**config.mk**
```make
export PLATFORM = sky130hd
export DESIGN_NAME = rational_arith_unit
export DESIGN_NICKNAME = d
export VERILOG_FILES = /design/src/hw/rtl/rau_pkg.sv /design/src/hw/rtl/rau_mul.sv /design/src/hw/rtl/rau_alu.sv /design/src/hw/rtl/rational_arith_unit.sv
export VERILOG_INCLUDE_DIRS = /design/src /design/src/hw/rtl
export SDC_FILE = /design/constraint.sdc
export NUM_CORES = 2
export LEC_CHECK = 0
export BUFFER_PORTS_ARGS = -buffer_cell sky130_fd_sc_hd__buf_2
export CORE_ASPECT_RATIO = 1.75
export CORE_UTILIZATION = 50
export CTS_BUF_LIST = sky130_fd_sc_hd__clkbuf_8
export DETAILED_ROUTE_END_ITERATION = 10
export GPL_ROUTABILITY_DRIVEN = 0
export PLACE_DENSITY = 0.64
export SLEW_MARGIN = 15
export SYNTH_ARGS = -nofsm -noshare
export SYNTH_HDL_FRONTEND = slang
export SYNTH_HIERARCHICAL = 1
export SYNTH_SLANG_ARGS = --single-unit
```
**constraint.sdc**
```tcl
create_clock -name clk -period 14.6 [get_ports clk]
set_input_delay 2.19 -clock clk [delete_from_list [all_inputs] [get_ports clk]]
set_output_delay 2.19 -clock clk [all_outputs]
set_load 0.005 [all_outputs]
```
**src/hw/rtl/assert_macros.svh**
```systemverilog
// Assertion macros shared by the rational arithmetic unit RTL.
`ifndef ASSERT_MACROS_SVH
`define ASSERT_MACROS_SVH
`ifndef SYNTHESIS
// Checks that an expression holds at every clock edge outside reset.
`define ASSERT_ALWAYS(lbl, clk, rst, expr) \
  lbl: assert property (@(posedge clk) disable iff (rst) (expr)) \
    else $error("assertion failed: expression does not hold");
// Checks that the consequent holds in the cycle of the antecedent.
`define ASSERT_IMPLIES(lbl, clk, rst, ante, cons) \
  lbl: assert property (@(posedge clk) disable iff (rst) (ante) |-> (cons)) \
    else $error("assertion failed: implication does not hold");
// Checks that the consequent holds in the cycle after the antecedent.
`define ASSERT_NEXT(lbl, clk, rst, ante, cons) \
  lbl: assert property (@(posedge clk) disable iff (rst) (ante) |=> (cons)) \
    else $error("assertion failed: next-cycle implication does not hold");
`else
`define ASSERT_ALWAYS(lbl, clk, rst, expr)
`define ASSERT_IMPLIES(lbl, clk, rst, ante, cons)
`define ASSERT_NEXT(lbl, clk, rst, ante, cons)
`endif
`endif

```
**src/hw/rtl/rau_pkg.sv**
```systemverilog
// Package with item types and codes for the rational arithmetic unit.
`default_nettype none
package rau_pkg;

  // Width of every component field on the ports.
  localparam int FIELD_BITS = 32;

  // Operation codes.
  localparam logic [3:0] OP_ADD = 4'd0;
  localparam logic [3:0] OP_SUB = 4'd1;
  localparam logic [3:0] OP_MUL = 4'd2;
  localparam logic [3:0] OP_DIV = 4'd3;
  localparam logic [3:0] OP_NEG = 4'd4;
  localparam logic [3:0] OP_ABS = 4'd5;
  localparam logic [3:0] OP_LT  = 4'd6;
  localparam logic [3:0] OP_GT  = 4'd7;
  localparam logic [3:0] OP_EQ  = 4'd8;

  // Status codes.
  localparam logic [1:0] ST_OK       = 2'd0;
  localparam logic [1:0] ST_ZERO_DEN = 2'd1;
  localparam logic [1:0] ST_OVERFLOW = 2'd2;

  // Modes of the shared add and subtract unit.
  localparam logic ALU_ADD     = 1'b0;
  localparam logic ALU_ABSDIFF = 1'b1;

  // Input item.
  typedef struct packed {
    logic [3:0]                   operation;
    logic signed [FIELD_BITS-1:0] a_num;
    logic signed [FIELD_BITS-1:0] a_den;
    logic signed [FIELD_BITS-1:0] b_num;
    logic signed [FIELD_BITS-1:0] b_den;
  } rau_req_t;

  // Result item.
  typedef struct packed {
    logic signed [FIELD_BITS-1:0] res_num;
    logic signed [FIELD_BITS-1:0] res_den;
    logic                         cmp_flag;
    logic [1:0]                   status;
  } rau_rsp_t;

  // Flags returned by the shared add and subtract unit.
  typedef struct packed {
    logic geq;
    logic zero;
  } rau_alu_flags_t;

endpackage
`default_nettype wire

```
**src/hw/rtl/rau_mul.sv**
```systemverilog
// Sign-magnitude multiplier of two signed words.
`default_nettype none
module rau_mul import rau_pkg::*; #(
  parameter int W = 32
) (
  input  wire logic signed [W-1:0] x,
  input  wire logic signed [W-1:0] y,
  output logic                     neg,
  output logic [2*W-1:0]           mag
);

  localparam int MW = 2 * W;

  logic [W-1:0] x_mag;
  logic [W-1:0] y_mag;

  // Magnitudes; the most negative word maps onto its unsigned magnitude.
  assign x_mag = x[W-1] ? (~x + W'(1)) : x;
  assign y_mag = y[W-1] ? (~y + W'(1)) : y;

  // Sign follows the operand signs, even for a zero product.
  assign neg = x[W-1] ^ y[W-1];
  assign mag = MW'(x_mag) * MW'(y_mag);

endmodule
`default_nettype wire

```
**src/hw/rtl/rau_alu.sv**
```systemverilog
// Shared unit that adds, or subtracts the smaller operand from the larger.
`default_nettype none
module rau_alu import rau_pkg::*; #(
  parameter int UW = 65
) (
  input  wire logic          mode,
  input  wire logic [UW-1:0] x,
  input  wire logic [UW-1:0] y,
  output logic [UW-1:0]      res,
  output rau_alu_flags_t     flags
);

  logic          geq;
  logic [UW-1:0] big;
  logic [UW-1:0] sml;

  // Order the operands so that the subtraction never borrows.
  assign geq = (x >= y);
  assign big = geq ? x : y;
  assign sml = geq ? y : x;

  assign res        = (mode == ALU_ADD) ? (x + y) : (big - sml);
  assign flags.geq  = geq;
  assign flags.zero = (res == '0);

endmodule
`default_nettype wire

```
**src/hw/rtl/rational_arith_unit.sv**
```systemverilog
// Top level of the rational arithmetic unit: sequencer, datapath registers and result register.
`default_nettype none
`include "assert_macros.svh"
// The unit takes one item at a time and works on it in steps with one
// multiplier and one shared add/subtract unit under a small sequencer; req_stall
// is high from acceptance until the result is loaded into the result register.
// Products are formed one at a time (two to three per item), then an add or a
// compare, and the gcd is found by the binary method on the 2*WORD_BITS-bit
// magnitudes, one shift or one subtraction per cycle. The reduced numerator and
// denominator then come from two restoring divisions, skipped when the gcd is
// one. A comparison ends after its compare, and an item with an unused operation
// or a zero operand denominator goes straight to the final state. Each item is
// held longer while an earlier result still waits, stalled, in the result
// register. A finished result waits in the result register while the next item
// is accepted.
module rational_arith_unit import rau_pkg::*; #(
  parameter int WORD_BITS = 32
) (
  input  wire logic     clk,
  input  wire logic     rst,
  input  wire logic     req_valid,
  output logic          req_stall,
  input  wire rau_req_t req,
  output logic          rsp_valid,
  input  wire logic     rsp_stall,
  output rau_rsp_t      rsp
);

  localparam int W  = WORD_BITS;
  localparam int MW = 2 * W;
  localparam int UW = MW + 1;
  localparam int KW = $clog2(MW);
  localparam int CW = $clog2(MW);

  // Sequencer states.
  localparam logic [3:0] S_IDLE = 4'd0;
  localparam logic [3:0] S_MUL1 = 4'd1;
  localparam logic [3:0] S_MUL2 = 4'd2;
  localparam logic [3:0] S_MUL3 = 4'd3;
  localparam logic [3:0] S_COMB = 4'd4;
  localparam logic [3:0] S_CMP  = 4'd5;
  localparam logic [3:0] S_PREP = 4'd6;
  localparam logic [3:0] S_GCD  = 4'd7;
  localparam logic [3:0] S_DIVN = 4'd8;
  localparam logic [3:0] S_DIVD = 4'd9;
  localparam logic [3:0] S_FIN  = 4'd10;

  logic [3:0]          state;
  logic [3:0]          op;
  logic signed [W-1:0] an;
  logic signed [W-1:0] ad;
  logic signed [W-1:0] bn;
  logic signed [W-1:0] bd;
  logic                num_neg;
  logic [MW-1:0]       num_mag;
  logic                q_neg;
  logic [MW-1:0]       q_mag;
  logic                den_neg;
  logic [MW-1:0]       den_mag;
  logic [MW-1:0]       u;
  logic [MW-1:0]       v;
  logic [KW-1:0]       k;
  logic [MW-1:0]       g;
  logic [MW-1:0]       rem;
  logic [CW-1:0]       cnt;
  logic                pend_zero;
  logic [1:0]          pend_status;
  logic                pend_flag;

  logic                accept;
  logic                slot_free;
  logic                is_unary;
  logic                is_cmp;
  logic                is_addsub;

  logic signed [W-1:0] mul_x;
  logic signed [W-1:0] mul_y;
  logic                prod_neg;
  logic [MW-1:0]       prod_mag;

  logic                alu_mode;
  logic [UW-1:0]       alu_x;
  logic [UW-1:0]       alu_y;
  logic [UW-1:0]       alu_res;
  rau_alu_flags_t      alu_flags;

  logic [UW-1:0]       div_shift;
  logic [MW-1:0]       div_dvd;
  logic [MW-1:0]       gcd_val;
  logic                p_neg;
  logic                r_neg;
  logic                cmp_eq;
  logic                cmp_lt;
  logic                cmp_res;

  logic                out_nneg;
  logic                out_dneg;
  logic signed [W-1:0] out_nlow;
  logic signed [W-1:0] out_dlow;
  logic [W:0]          top_n;
  logic [W:0]          top_d;
  logic                fit_n;
  logic                fit_d;
  rau_rsp_t            rsp_build;

  // Handshake.
  assign req_stall = (state != S_IDLE);
  assign accept    = req_valid && !req_stall;
  assign slot_free = !rsp_valid || !rsp_stall;

  // Operation classes.
  assign is_unary  = (op == OP_NEG) || (op == OP_ABS);
  assign is_cmp    = (op == OP_LT) || (op == OP_GT) || (op == OP_EQ);
  assign is_addsub = (op == OP_ADD) || (op == OP_SUB);

  // Multiplier operand selection per product step.
  always_comb begin
    mul_x = an;
    mul_y = bd;
    unique case (state)
      S_MUL1: begin
        mul_x = an;
        if (op == OP_MUL) begin
          mul_y = bn;
        end else if (op == OP_NEG) begin
          mul_y = '1;
        end else if (op == OP_ABS) begin
          mul_y = W'(1);
        end else begin
          mul_y = bd;
        end
      end
      S_MUL2: begin
        mul_x = bn;
        mul_y = ad;
      end
      S_MUL3: begin
        mul_x = ad;
        if (op == OP_DIV) begin
          mul_y = bn;
        end else if (is_unary) begin
          mul_y = W'(1);
        end else begin
          mul_y = bd;
        end
      end
      default: begin
        mul_x = an;
        mul_y = bd;
      end
    endcase
  end

  rau_mul #(.W(W)) u_mul (
    .x   (mul_x),
    .y   (mul_y),
    .neg (prod_neg),
    .mag (prod_mag)
  );

  // Dividend of the division in progress and its remainder shifted by one bit.
  assign div_dvd   = (state == S_DIVD) ? den_mag : num_mag;
  assign div_shift = {rem, div_dvd[MW-1]};

  // Shared unit operand selection.
  always_comb begin
    alu_mode = ALU_ABSDIFF;
    alu_x    = UW'(num_mag);
    alu_y    = UW'(q_mag);
    unique case (state)
      S_COMB: begin
        alu_mode = (num_neg == q_neg) ? ALU_ADD : ALU_ABSDIFF;
      end
      S_GCD: begin
        alu_x = UW'(u);
        alu_y = UW'(v);
      end
      S_DIVN, S_DIVD: begin
        alu_x = div_shift;
        alu_y = UW'(g);
      end
      default: begin
        alu_mode = ALU_ABSDIFF;
      end
    endcase
  end

  rau_alu #(.UW(UW)) u_alu (
    .mode  (alu_mode),
    .x     (alu_x),
    .y     (alu_y),
    .res   (alu_res),
    .flags (alu_flags)
  );

  // Signed comparison of the two cross products held in sign-magnitude form.
  assign p_neg  = num_neg && (num_mag != '0);
  assign r_neg  = q_neg && (q_mag != '0);
  assign cmp_eq = (p_neg == r_neg) && alu_flags.zero;
  always_comb begin
    if (p_neg != r_neg) begin
      cmp_lt = p_neg;
    end else if (p_neg) begin
      cmp_lt = alu_flags.geq && !alu_flags.zero;
    end else begin
      cmp_lt = !alu_flags.geq;
    end
  end
  always_comb begin
    if (op == OP_LT) begin
      cmp_res = cmp_lt;
    end else if (op == OP_GT) begin
      cmp_res = !cmp_lt && !cmp_eq;
    end else begin
      cmp_res = cmp_eq;
    end
  end

  // Gcd once one of the two values has reached zero.
  assign gcd_val = ((u == '0) ? v : u) << k;

  // Result formatting: low word bits of the signed value, with range check.
  assign out_nneg  = num_neg && (num_mag != '0);
  assign out_dneg  = den_neg;
  assign out_nlow  = out_nneg ? (~num_mag[W-1:0] + W'(1)) : num_mag[W-1:0];
  assign out_dlow  = out_dneg ? (~den_mag[W-1:0] + W'(1)) : den_mag[W-1:0];
  assign top_n     = num_mag[MW-1:W-1];
  assign top_d     = den_mag[MW-1:W-1];
  assign fit_n     = (top_n == '0) ||
                     (out_nneg && (top_n == (W+1)'(1)) && (num_mag[W-2:0] == '0));
  assign fit_d     = (top_d == '0) ||
                     (out_dneg && (top_d == (W+1)'(1)) && (den_mag[W-2:0] == '0));
  always_comb begin
    if (pend_zero) begin
      rsp_build.res_num  = '0;
      rsp_build.res_den  = '0;
      rsp_build.cmp_flag = pend_flag;
      rsp_build.status   = pend_status;
    end else begin
      rsp_build.res_num  = FIELD_BITS'(out_nlow);
      rsp_build.res_den  = FIELD_BITS'(out_dlow);
      rsp_build.cmp_flag = 1'b0;
      rsp_build.status   = (fit_n && fit_d) ? ST_OK : ST_OVERFLOW;
    end
  end

  // Sequencer and datapath registers.
  always_ff @(posedge clk) begin
    if (rst) begin
      state <= S_IDLE;
    end else begin
      unique case (state)
        S_IDLE: begin
          if (accept) begin
            op          <= req.operation;
            an          <= req.a_num[W-1:0];
            ad          <= req.a_den[W-1:0];
            bn          <= req.b_num[W-1:0];
            bd          <= req.b_den[W-1:0];
            pend_flag   <= 1'b0;
            pend_status <= ST_OK;
            pend_zero   <= 1'b1;
            if (req.operation > OP_EQ) begin
              state <= S_FIN;
            end else if ((req.a_den[W-1:0] == '0) ||
                         (!(req.operation == OP_NEG || req.operation == OP_ABS) &&
                          (req.b_den[W-1:0] == '0))) begin
              pend_status <= ST_ZERO_DEN;
              state       <= S_FIN;
            end else begin
              pend_zero <= 1'b0;
              state     <= S_MUL1;
            end
          end
        end
        S_MUL1: begin
          num_neg <= prod_neg;
          num_mag <= prod_mag;
          state   <= (is_addsub || is_cmp) ? S_MUL2 : S_MUL3;
        end
        S_MUL2: begin
          // Subtraction negates the second cross product unless it is zero.
          q_neg <= prod_neg ^ ((op == OP_SUB) && (prod_mag != '0));
          q_mag <= prod_mag;
          state <= is_cmp ? S_CMP : S_MUL3;
        end
        S_MUL3: begin
          den_neg <= prod_neg;
          den_mag <= prod_mag;
          state   <= is_addsub ? S_COMB : S_PREP;
        end
        S_COMB: begin
          num_mag <= alu_res[MW-1:0];
          if (alu_res == '0) begin
            num_neg <= 1'b0;
          end else if ((num_neg != q_neg) && !alu_flags.geq) begin
            num_neg <= q_neg;
          end
          state <= S_PREP;
        end
        S_CMP: begin
          pend_zero <= 1'b1;
          pend_flag <= cmp_res;
          state     <= S_FIN;
        end
        S_PREP: begin
          if (den_mag == '0) begin
            pend_zero   <= 1'b1;
            pend_status <= ST_ZERO_DEN;
            state       <= S_FIN;
          end else begin
            // Absolute value: flip the numerator when the value is negative.
            if ((op == OP_ABS) && (num_mag != '0) && (num_neg != den_neg)) begin
              num_neg <= !num_neg;
            end
            u     <= num_mag;
            v     <= den_mag;
            k     <= '0;
            state <= S_GCD;
          end
        end
        S_GCD: begin
          // One binary gcd step: a common halving, a single halving or a subtraction.
          priority if ((u == '0) || (v == '0)) begin
            g   <= gcd_val;
            rem <= '0;
            cnt <= '0;
            state <= (gcd_val == MW'(1)) ? S_FIN : S_DIVN;
          end else if (!u[0] && !v[0]) begin
            u <= u >> 1;
            v <= v >> 1;
            k <= k + KW'(1);
          end else if (!u[0]) begin
            u <= u >> 1;
          end else if (!v[0]) begin
            v <= v >> 1;
          end else if (alu_flags.geq) begin
            u <= alu_res[MW-1:0];
          end else begin
            v <= alu_res[MW-1:0];
          end
        end
        S_DIVN, S_DIVD: begin
          // Restoring division: one quotient bit a cycle, shifted into the dividend.
          if (alu_flags.geq) begin
            rem <= alu_res[MW-1:0];
          end else begin
            rem <= div_shift[MW-1:0];
          end
          if (state == S_DIVN) begin
            num_mag <= {num_mag[MW-2:0], alu_flags.geq};
          end else begin
            den_mag <= {den_mag[MW-2:0], alu_flags.geq};
          end
          cnt <= cnt + CW'(1);
          if (cnt == CW'(MW - 1)) begin
            cnt   <= '0;
            rem   <= '0;
            state <= (state == S_DIVN) ? S_DIVD : S_FIN;
          end
        end
        S_FIN: begin
          if (slot_free) begin
            state <= S_IDLE;
          end
        end
        default: begin
          state <= S_IDLE;
        end
      endcase
    end
  end

  // Result register.
  always_ff @(posedge clk) begin
    if (rst) begin
      rsp_valid <= 1'b0;
    end else if ((state == S_FIN) && slot_free) begin
      rsp_valid <= 1'b1;
    end else if (rsp_valid && !rsp_stall) begin
      rsp_valid <= 1'b0;
    end
  end

  always_ff @(posedge clk) begin
    if ((state == S_FIN) && slot_free) begin
      rsp <= rsp_build;
    end
  end

  // Assertions.
  `ASSERT_NEXT(a_busy_after_accept, clk, rst, accept, req_stall)
  `ASSERT_IMPLIES(a_div_nonzero, clk, rst, (state == S_DIVN) || (state == S_DIVD), g != '0)
  `ASSERT_IMPLIES(a_zero_den_clean, clk, rst, rsp_valid && (rsp.status == ST_ZERO_DEN), (rsp.res_num == '0) && (rsp.res_den == '0) && !rsp.cmp_flag)
  `ASSERT_IMPLIES(a_flag_only_cmp, clk, rst, rsp_valid && rsp.cmp_flag, (rsp.status == ST_OK) && (rsp.res_den == '0))

endmodule
`default_nettype wire

```
==> impl_metrics.csv, run 1 <==
group,metric,value,unit
logic_synthesis,synthCells,9261,
logic_synthesis,synth_nets,10700,
place,portBuffers,204,
run_status,tool.error,"[ERROR GRT-0116] Global routing finished with congestion. Check the congestion regions in the DRC Viewer.",
clock_network,clock-root-buffer,"clkbuf_8",
logic_synthesis,synth-async-reset-ratio,0,%
place,place_ws,0.818,ns
floorplanning,io-pin-count,205,
logic_synthesis,synth_area_per_cell,8.88,µm²
logic_synthesis,ys_seq_area_share,24.4,%
clock_network,htreeDepth,3,
place,dp_hpwl,295000,µm
floorplanning,die_w,309,µm
logic_synthesis,synth_enable_flop_cells,665,
global_routing,grt_pass1_wl,590000,µm
run_status,lastStage,"5_1_grt",
clock_network,ctsHoldBuffers,0,
global_routing,grt.overflow.total,56,
logic_synthesis,synth.distinct_cells,105,
logic_synthesis,yosysWarnings,6,
logic_synthesis,ys.flop_type,"edfxtp_1",
clock_network,cts_sinks,670,
clock_network,cts_buffer_depth,3,
floorplanning,start_util,50.4,%
logic_synthesis,synth_area,82200,µm²
clock_network,numCtsBuffers,97,
global_routing,grt_max_degree,131,
floorplanning,die_y,538,µm
floorplanning,rows,196,
global_routing,grt_pass1_vias,82800,
clock_network,post-cts-setup-buffers,0,
run_status,status,"did not finish",
global_routing,grtUsageTotal,49.2,%
clock_network,cts_resized,0,
logic_synthesis,ys_ff_latch,670,
[through the flow]
stage	cell area, µm²	hold slack (ns)	utilization (%)	std cells
floorplan	82200	0.488	-	9261
global placement	86600	0.511	53.1	11400
detailed placement	86600	0.528	53.1	11400
CTS	88500	0.539	54.3	11600
[per-layer routing]
metal / GRT usage [%] / GRT overflow
met1: 47.8 / 0
met2: 73.5 / 29
met3: 21.9 / 0
met4: 53.8 / 27
met5: 2.27 / 0
[cells by family after synthesis]
family	share of synthesized area [%]
adders and majority gates	27.9
other	0.00456
muxes	4.15
DFF	24.4
AOI/OAI and AO/OA	14.5
xor gates and xnor gates	3.24
and+or+nand+nor	17.8
buffers and inverters	7.95
[cell usage after synthesis (70+ instances only)]
cell         n  share of area, %
nand2_1   1295               5.9
nor2_1    1209               5.5
inv_1     1135               5.2
fa_1       897                22
edfxtp_1   665                24
clkbuf_1   475               2.2
ha_1       399               6.1
a21oi_1    342               2.1
o21ai_0    229               1.4
xnor2_1    167               1.8
nor4_1     164               1.2
a22oi_1    155               1.4
mux2i_1    143               1.7
xor2_1     133               1.4
nor3_1     127              0.77
nand4_1    102              0.78
o21a_1      98              0.89
a221oi_1    95               1.0
nand3_1     86              0.52
a21o_1      78              0.71
a221o_1     74              0.90
a211oi_1    73              0.67
mux4_2      72               2.0
o221ai_1    70              0.75
==> inputs of run 2 (changes only) <==
--- a/config.mk
+++ b/config.mk
@@ -7,12 +7,10 @@
 export NUM_CORES = 2
 export LEC_CHECK = 0
 export BUFFER_PORTS_ARGS = -buffer_cell sky130_fd_sc_hd__buf_2
-export CORE_ASPECT_RATIO = 1.75
-export CORE_UTILIZATION = 50
-export CTS_BUF_LIST = sky130_fd_sc_hd__clkbuf_8
+export CORE_UTILIZATION = 35
 export DETAILED_ROUTE_END_ITERATION = 10
 export GPL_ROUTABILITY_DRIVEN = 0
-export PLACE_DENSITY = 0.64
+export PLACE_DENSITY_LB_ADDON = 0.15
 export SLEW_MARGIN = 15
 export SYNTH_ARGS = -nofsm -noshare
 export SYNTH_HDL_FRONTEND = slang
==> run 2 against run 1 <==
Compared with the run above: area after synthesis did not move; synthesized cell count did not move; the flow now finishes without violations.
==> impl_metrics.csv, run 2 <==
group,metric,value,unit
floorplanning,core,233000,µm²
finish,largest_reg_flops,67,
drt,drc,0,
global_routing,grt_pass1_vias,72900,
timing,finalCritPeriodShare,96.8,%
run_status,status,"complete, no violations",
logic_synthesis,synth-async-reset-ratio,0,%
logic_synthesis,ys.flop_type,"edfxtp_1",
logic_synthesis,synthTopCellsByArea,"edfxtp_1 24%, fa_1 22%, ha_1 6.1%",
logic_synthesis,ys_seq_area_share,24.4,%
critical_path,crit_path_max_fanout,12,
logic_synthesis,synthCells,9261,
job,drv_cap,0,
timing,rsz0062_at_grt,"false",
finish,mostFrequentLayoutCells,"1,293 x nand2_1, 1,203 x nor2_1, 1,134 x inv_1",
finish,syn_to_final_growth,9.87,%
clock_network,numCtsBuffers,80,
drt,drtIter0Drc,9382,
finish,drive_gt1_share,9.22,%
critical_path,slowest_delay,0.70,ns
logic_synthesis,yosysMostFrequentCell,"nand2_1",
floorplanning,die_y,487,µm
floorplanning,dieArea,237000,µm²
timing,tns,0,ns
clock_network,cts_sinks,670,
critical_path,cp_data_arrival_time,14.53,ns
global_routing,grtUsageTotal,29.7,%
place,portBuffers,204,
global_routing,grt.overflow.total,0,
drt,via_count,74100,
timing,max_freq,0.0708,GHz
critical_path,cpLargestDelayFamily,"simple AND/OR/NAND/NOR gates",
timing,setup_viol,0,
drt,wl_per_cell,28.8,µm
critical_path,critPathCaptureType,"flip-flop",
logic_synthesis,synth.top_cell.area_share,24.3,%
clock_network,cts_buffer_depth,3,
place,dp_hpwl,283000,µm
clock_network,worst_skew_pair.late_latency,0.72,ns
timing,worst_slew_pin_slew,1.37,ns
logic_synthesis,synthTopCellsByCount,"1,295 x nand2_1, 1,209 x nor2_1, 1,135 x inv_1, 897 x fa_1, 665 x edfxtp_1",
timing,finalHoldViolCount,0,
clock_network,ctsHoldBuffers,0,
floorplanning,start_util,35.3,%
finish,layout_commonest_cell,"nand2_1",
drt,routed_wl,359000,µm
drt,via_per_inst,5.95,
logic_synthesis,synth_area_per_cell,8.88,µm²
critical_path,cp_slowest_cell,"or4_1",
floorplanning,io-pin-count,205,
critical_path,crit_type,"flip-flop to flip-flop",
clock_network,clock-root-buffer,"clkbuf_16",
timing,drv_slew,0,
global_routing,grt_max_degree,133,
finish,fin_nets,10700,
logic_synthesis,synth_area,82200,µm²
critical_path,worstPathRequired,14.99,ns
timing,slew_headroom,7.92,%
finish,largest-register,"rsp",
floorplanning,rows,177,
drt,antenna_left,0,
logic_synthesis,synth_enable_flop_cells,665,
drt,drtPass1Iterations,10,
critical_path,crit_path_frequent_cell,"fa_1",
global_routing,grt_pass1_wl,515000,µm
critical_path,path_buf_inv,5,
clock_network,clk_pin_slew,0.06,ns
logic_synthesis,ys_ff_latch,670,
clock_network,htreeDepth,3,
worst_hold_path,min_path_type,"flip-flop to flip-flop",
timing,skew,0.0669,ns
logic_synthesis,synth.distinct_cells,105,
clock_network,cts_tree,"built",
logic_synthesis,synth_nets,10700,
floorplanning,die_w,487,µm
place,dp_cells,12300,
logic_synthesis,yosysWarnings,6,
critical_path,cp-start-kind,"flip-flop",
global_routing,antenna_found_initial,9,
finish,fin_cells,12500,
timing,finalCriticalPeriod,14.13,ns
logic_synthesis,synth_top_cell_by_area,"edfxtp_1",
run 2: cell counts after synthesis:
No cell type changed its count.
run 2: cell families (layout without fill, tap and decap cells):
kind of cell	count (synthesis)	count (layout)	share of synthesized area, %
buffers and inverters	1706	1760	7.95
XOR/XNOR	302	302	3.24
adder cells (fa/ha/maj)	1296	1296	27.9
AND/OR/NAND/NOR	3347	3347	17.8
flip-flops	670	670	24.4
other	1	5	0.00456
AO/OA/AOI/OAI	1692	1692	14.5
multiplexers	247	247	4.15
run 2: layer usage:
metal  track usage (%)  wire length [µm]
met1              39.2            145000
met2              45.9            159000
met3              6.19             34200
met4              15.3             21800
met5                 0               113
run 2: metrics by stage:
stage | util, % | setup slack [ns] | area, µm² | hold slack, ns
3_3_place_gp | 37.6 | -0.436 | 87600 | 0.520
4_1_cts | 38.7 | 0.155 | 90200 | 0.506
2_1_floorplan | - | 1.78 | 82200 | 0.488
3_5_place_dp | 37.6 | -0.536 | 87600 | 0.521
6_report | 38.8 | 0.469 | 90300 | 0.498
5_1_grt | 38.8 | 0.0443 | 90300 | 0.535
run 2: area by class of cell:
| class | instances | area (µm²) |
|---|---|---|
| antenna | 4 | 10.0 |
| fill | 23700 | 143000 |
| clock inverter | 42 | 458 |
| multi-input combinational | 6885 | 56300 |
| clock buffer | 99 | 2090 |
| sequential | 670 | 20100 |
| inverter | 1138 | 4280 |
| tap | 3132 | 3920 |
| timing repair buffer | 481 | 3190 |
run 2: worst paths after layout:
check | start | endpoint | slack, ns | depth (start not counted)
worst min register to register | pend_flag | rsp[2] | 0.50 | 1
worst max-delay path | state[2] | q_neg | 0.47 | 38
worst min-delay path | pend_flag | rsp[2] | 0.50 | 1
worst max register to register | state[2] | q_neg | 0.47 | 38
run 2: repair_timing:
action                     4_1_cts  5_1_grt
pin swaps                        0        0
setup endpoints to repair        1        1
gates resized for setup          4       14
buffers inserted                 0        2
Power of run 2 is left out: the tool's default activity adds up to more than one toggle a clock period on the data nets, which glitch-free logic cannot reach.
